===== config.mk =====
export PLATFORM = sky130hd
export DESIGN_NAME = rups_mulmod
export DESIGN_NICKNAME = d
export VERILOG_FILES = /design/src/hw/rtl/rups_pkg.sv /design/src/hw/rtl/rups_mulmod.sv
export SDC_FILE = /design/constraint.sdc
export NUM_CORES = 1
export LEC_CHECK = 0
export ABC_AREA = 1
export ABC_CLOCK_PERIOD_IN_PS = 11400
export BUFFER_PORTS_ARGS = -buffer_cell sky130_fd_sc_hd__buf_2
export CORE_MARGIN = 2
export CORE_UTILIZATION = 45
export DETAILED_ROUTE_END_ITERATION = 6
export PLACE_DENSITY = 0.61
export SKIP_LAST_GASP = 1
export SLEW_MARGIN = 15
export SYNTH_ARGS = -nofsm -noshare
export SYNTH_HDL_FRONTEND = slang
export SYNTH_SLANG_ARGS = --single-unit

===== constraint.sdc =====
create_clock -name clk -period 11.4 [get_ports clk]
set_clock_uncertainty 0.2 [all_clocks]
set_input_delay 2.28 -clock clk [delete_from_list [all_inputs] [get_ports clk]]
set_output_delay 2.28 -clock clk [all_outputs]
set_load 0.02 [all_outputs]

===== src/hw/rtl/rups_pkg.sv =====
// Shared constants, types and helpers for the range update / power sum engine.
package rups_pkg;

    localparam int ARRAY_SIZE = 4096;
    localparam int ADDR_W = $clog2(ARRAY_SIZE);
    localparam int IDX_W = 13;
    localparam int VAL_W = 14;
    localparam int MODULUS = 10007;

    localparam logic [ADDR_W-1:0] ADDR_LAST = ADDR_W'(ARRAY_SIZE - 1);
    localparam logic [IDX_W-1:0] ARRAY_LIMIT = IDX_W'(ARRAY_SIZE);
    localparam logic [IDX_W-1:0] COUNT_RESET = IDX_W'(4096);
    localparam logic [VAL_W-1:0] MOD_VAL = VAL_W'(MODULUS);

    localparam int MM_W = 27;
    localparam int PROD_W = 2 * MM_W;
    localparam int RECIP_SHIFT = 40;
    localparam logic [63:0] RECIP_FULL = (64'd1 << RECIP_SHIFT) / 64'(MODULUS);
    localparam logic [MM_W-1:0] RECIP = RECIP_FULL[MM_W-1:0];

    localparam logic [1:0] MODE_ADD = 2'd0;
    localparam logic [1:0] MODE_MUL = 2'd1;
    localparam logic [1:0] MODE_SET = 2'd2;
    localparam logic [1:0] MODE_QUERY = 2'd3;

    localparam logic [1:0] POW_ONE = 2'd1;
    localparam logic [1:0] POW_TWO = 2'd2;
    localparam logic [1:0] POW_THREE = 2'd3;

    typedef enum logic [2:0] {
        ST_CLEAR,
        ST_IDLE,
        ST_READ,
        ST_EXEC,
        ST_WAIT1,
        ST_WAIT2
    } eng_state_t;

    typedef enum logic [2:0] {
        MM_IDLE,
        MM_RCP,
        MM_BACK,
        MM_FIX
    } mm_phase_t;

    function automatic logic [VAL_W-1:0] mod_fold(input logic [VAL_W:0] v);
        logic [VAL_W:0] r;
        begin
            r = v;
            if (v >= {1'b0, MOD_VAL})
            begin
                r = v - {1'b0, MOD_VAL};
            end
            mod_fold = r[VAL_W-1:0];
        end
    endfunction

endpackage


===== src/hw/rtl/rups_mulmod.sv =====
// Multi-cycle modular multiplier built around one shared multiplier.
module rups_mulmod
    import rups_pkg::*;
(
    input  logic             clk,
    input  logic             rst_n,
    input  logic             go,
    input  logic [VAL_W-1:0] a,
    input  logic [VAL_W-1:0] b,
    output logic             done,
    output logic [VAL_W-1:0] result
);

    mm_phase_t phase_reg, phase_next;
    logic [MM_W-1:0] p_reg;
    logic [VAL_W-1:0] q_reg;
    logic [VAL_W:0] d_reg;
    logic [VAL_W-1:0] result_reg;
    logic done_reg;

    logic [MM_W-1:0] x_sel, y_sel;
    logic [PROD_W-1:0] prod;
    logic [MM_W-1:0] diff_full;

    always_comb
    begin
        phase_next = phase_reg;
        case (phase_reg)
            MM_IDLE: if (go) phase_next = MM_RCP;
            MM_RCP:  phase_next = MM_BACK;
            MM_BACK: phase_next = MM_FIX;
            MM_FIX:  phase_next = MM_IDLE;
            default: phase_next = MM_IDLE;
        endcase
    end

    always_comb
    begin
        x_sel = MM_W'(a);
        y_sel = MM_W'(b);
        case (phase_reg)
            MM_RCP:
            begin
                x_sel = p_reg;
                y_sel = RECIP;
            end
            MM_BACK:
            begin
                x_sel = MM_W'(q_reg);
                y_sel = MM_W'(MOD_VAL);
            end
            default:
            begin
                x_sel = MM_W'(a);
                y_sel = MM_W'(b);
            end
        endcase
    end

    assign prod = x_sel * y_sel;
    assign diff_full = p_reg - prod[MM_W-1:0];

    always_ff @(posedge clk or negedge rst_n)
    begin
        if (!rst_n)
        begin
            phase_reg <= MM_IDLE;
            done_reg <= 1'b0;
        end
        else
        begin
            phase_reg <= phase_next;
            done_reg <= (phase_reg == MM_FIX);
        end
    end

    always_ff @(posedge clk)
    begin
        case (phase_reg)
            MM_IDLE: if (go) p_reg <= prod[MM_W-1:0];
            MM_RCP:  q_reg <= prod[RECIP_SHIFT +: VAL_W];
            MM_BACK: d_reg <= diff_full[VAL_W:0];
            MM_FIX:  result_reg <= mod_fold(d_reg);
            default: ;
        endcase
    end

    assign done = done_reg;
    assign result = result_reg;

    a_go_when_idle: assert property (@(posedge clk) disable iff (!rst_n)
        go |-> phase_reg == MM_IDLE)
        else $error("multiplier started while busy");

    a_done_after_fix: assert property (@(posedge clk) disable iff (!rst_n)
        done_reg |-> $past(phase_reg) == MM_FIX)
        else $error("done without final phase");

    a_result_reduced: assert property (@(posedge clk) disable iff (!rst_n)
        done_reg |-> result_reg < MOD_VAL)
        else $error("result not reduced");

endmodule


==> impl_results.md <==
* Worst path slowest cell: inv_1
* Worst-path clk slew at ~0.07 ns
* Setup tns final at 0 ns
* FF+latch count, synth at 73
* DRC at 0
* Largest net degree at the start of global routing at 43
* Warnings, synthesis at 0
* Placed insts at 3786
* Crit path max fanout at 22
* Hold Buf Count CTS at 0
* Proportion of layout cells with a drive suffix above 1 at 5.36%
* CTS Buffer Depth at 2
* Crit. End Element: flip-flop
* Final setup viols at 0
* WL final at 70400 µm
* Fin area at ~25000 µm²
* Worst endpoint data arrival time at between 9 and 10 ns
* Slew Limit Fails at 0
* Worst slew pin tran at around 1.0 ns
* CTS tree: done
* Antenna Nets Post-Route at 0
* Largest delay contributor family on the critical path: adder cells
* CTS Buf Count at 9
* Total GRT Usage at between 20% and 30%
* H-tree lvl count at 3
* # rows at 84
* Multi-input logic area at around 18000 µm²
* Routed len/inst at around 19 µm
* Min-Delay Endpoint: result[3]
* Cells on worst reg2reg path at 31
* Syn_area_per_cell at between 7 and 8 µm²
* First-pass GRT wire length at between 100000 and 150000 µm
* Max Cap Viol at 0
* Status: completed
* Number of global-route vias before repair at ~20000
* Max incr delay on CP at 0.78 ns
* Worst hold path class: flip-flop to flip-flop
* Die X at 236 µm
* Post-synthesis cell type count at between 40 and 50
* Starting density of the core at 45.8%
* Cts repair resizes at 0
* Drt pass-1 iters at 7
* RePlAce Congestion at between 0.9 and 1
* Clock Latency Late Sink at approximately 0.36 ns
* R2R setup slack at about 2.3 ns
* Worst hold stages at 2
* Detailed placer's ending HPWL at 61700 µm
* Post-synth EDFFs at 70
* Syn Inst Count at 3088
* Hold path startpoint: d_reg[3]
* Tmin final at between 9 and 10 ns
* Period utilization at about 80%
* Maximum clock rate at ~0.11 GHz
* Synth Cell Area at approximately 24000 µm²
* Post-CTS Setup Repair Bufs at 0
* Post-synth ARST share at 4.11%
* Die ar. at between 50000 and 60000 µm²
* Post-synthesis sequential area ratio at 9.01%
* RSZ-0062 raised after global routing: false
* Critical Path Start Type: input port
* Root Buffer Master: clkbuf_16
* Fillcell total at around 5300
* Crit Path Class: input port to flip-flop
* CP bufs+invs at 8
* N_diodes at 0
* Non-Filler Instances at 3802
* Slew HR at between 30% and 40%
* Routed via count at 19200
* Req. time, crit path at 11.30 ns
* Synth-to-Final Area Change at 4.83%
* Max reg flops at 27
* Ys flop type: edfxtp_1
* Core box area at 52800 µm²
* Initial antenna violation count at 0
* I/O Pins at 46
* Vias per cell at slightly above 5
* Fin nets at 3872
* Input/output buffers at 45
* Clock sink count at 73
* Net Count, Synth at 3851
* Post-layout util at a little under half
* Sequential Area at between 2000 and 2500 µm²
* Total grt overflow at 0
* DRT iter0 DRCs at 1365
* Final Hold Vio Count at 0
* FF-to-FF Start: phase_reg[0]
* Die Ht at 236 µm
* R2R Path End: q_reg[0]
* DP Area at roughly 25000 µm²
[worst max-delay path by stage]
stage / from / to / slack [ns] / depth (start not counted)
floorplan: a[10] / q_reg[11] / 3.41 / 26
global placement: b[5] / q_reg[0] / 1.92 / 26
detailed placement: b[5] / q_reg[0] / 1.89 / 26
CTS: b[5] / q_reg[0] / 2.24 / 26
global route: b[5] / q_reg[0] / 1.92 / 26
finish: b[5] / q_reg[0] / 2.25 / 26
[layer usage]
| layer | part of all wire [%] | GRT usage, % | up-vias |
|---|---|---|---|
| met5 | 0 | 0 | - |
| li1 | - | - | 8930 |
| met4 | 3.8 | 9.15 | 0 |
| met2 | 48 | 43.6 | 655 |
| met3 | 6.1 | 3.25 | 136 |
| met1 | 42 | 34.5 | 9524 |
[stage by stage]
step	hold slack [ns]	setup WS [ns]
2_1_floorplan	0.312	3.41
3_3_place_gp	0.369	1.92
3_5_place_dp	0.380	1.89
4_1_cts	0.397	2.24
5_1_grt	0.411	1.92
6_report	0.396	2.25
[worst register-to-register path: cells and delay by family, from the launching register on]
| kind | cells | cell delay (ns) |
|---|---|---|
| DFF | 1 | 0.43 |
| adders and majority gates | 9 | 4.19 |
| AOI/OAI and AO/OA | 1 | 0.21 |
| buffers and inverters | 11 | 2.07 |
| and+or+nand+nor | 10 | 1.68 |
[final cells by class]
class                   count  area share [%]
multi-input cells        2000            71.3
inverters                 969            14.4
flip-flops and latches     73            8.60
well taps                 688            3.40
repair buffers             56            1.22
clock buffers              10           0.944
clock inverters             6           0.198
[layout by cell type (no fill, tap or decap), types with 4 or more instances in the layout]
master / instances
or2_2: 8
o21ai_0: 6
nor2_2: 17
ha_1: 297
clkinv_1: 11
nor2_4: 6
nand3_1: 54
buf_4: 11
nand3_2: 4
inv_2: 16
edfxtp_1: 70
buf_2: 45
clkbuf_16: 9
nand2_1: 706
nand4_1: 22
clkinvlp_4: 4
nand2_2: 21
o21ai_1: 11
o21ai_2: 9
inv_1: 941
fa_1: 433
nor3_1: 9
a221o_1: 6
xor2_1: 38
nor2_1: 269
xnor2_1: 9
a21oi_1: 43
[cell usage after synthesis, types with 4 or more instances]
cell type / n / area (µm²)
a221o_1: 6 / 60.1
ha_1: 299 / 3740
inv_1: 942 / 3540
nor2_1: 269 / 1010
nor3_1: 9 / 45.0
a21oi_1: 43 / 215
nor2_2: 17 / 106
buf_4: 9 / 67.6
edfxtp_1: 70 / 2100
o21ai_2: 9 / 78.8
or2_2: 8 / 50.1
nor2_4: 6 / 67.6
buf_6: 7 / 78.8
xor2_1: 38 / 333
xnor2_1: 9 / 78.8
buf_2: 29 / 145
inv_2: 15 / 56.3
nand2_1: 706 / 2650
nand4_1: 22 / 138
nand3_2: 4 / 40.0
o21ai_1: 11 / 55.1
o21ai_0: 6 / 30.0
nand3_1: 54 / 270
clkinv_1: 11 / 41.3
nand2_2: 21 / 131
fa_1: 433 / 8670
[cell families after synthesis]
| group | synth area share (%) |
|---|---|
| AO/OA/AOI/OAI | 2.35 |
| XOR/XNOR | 1.77 |
| adder cells (fa/ha/maj) | 51.4 |
| buffers and inverters | 16.3 |
| flip-flops | 9.01 |
| AND/OR/NAND/NOR | 19.2 |
Power is not shown: default switching activity piles up to over one toggle a cycle in this logic, so the estimate is an artifact.
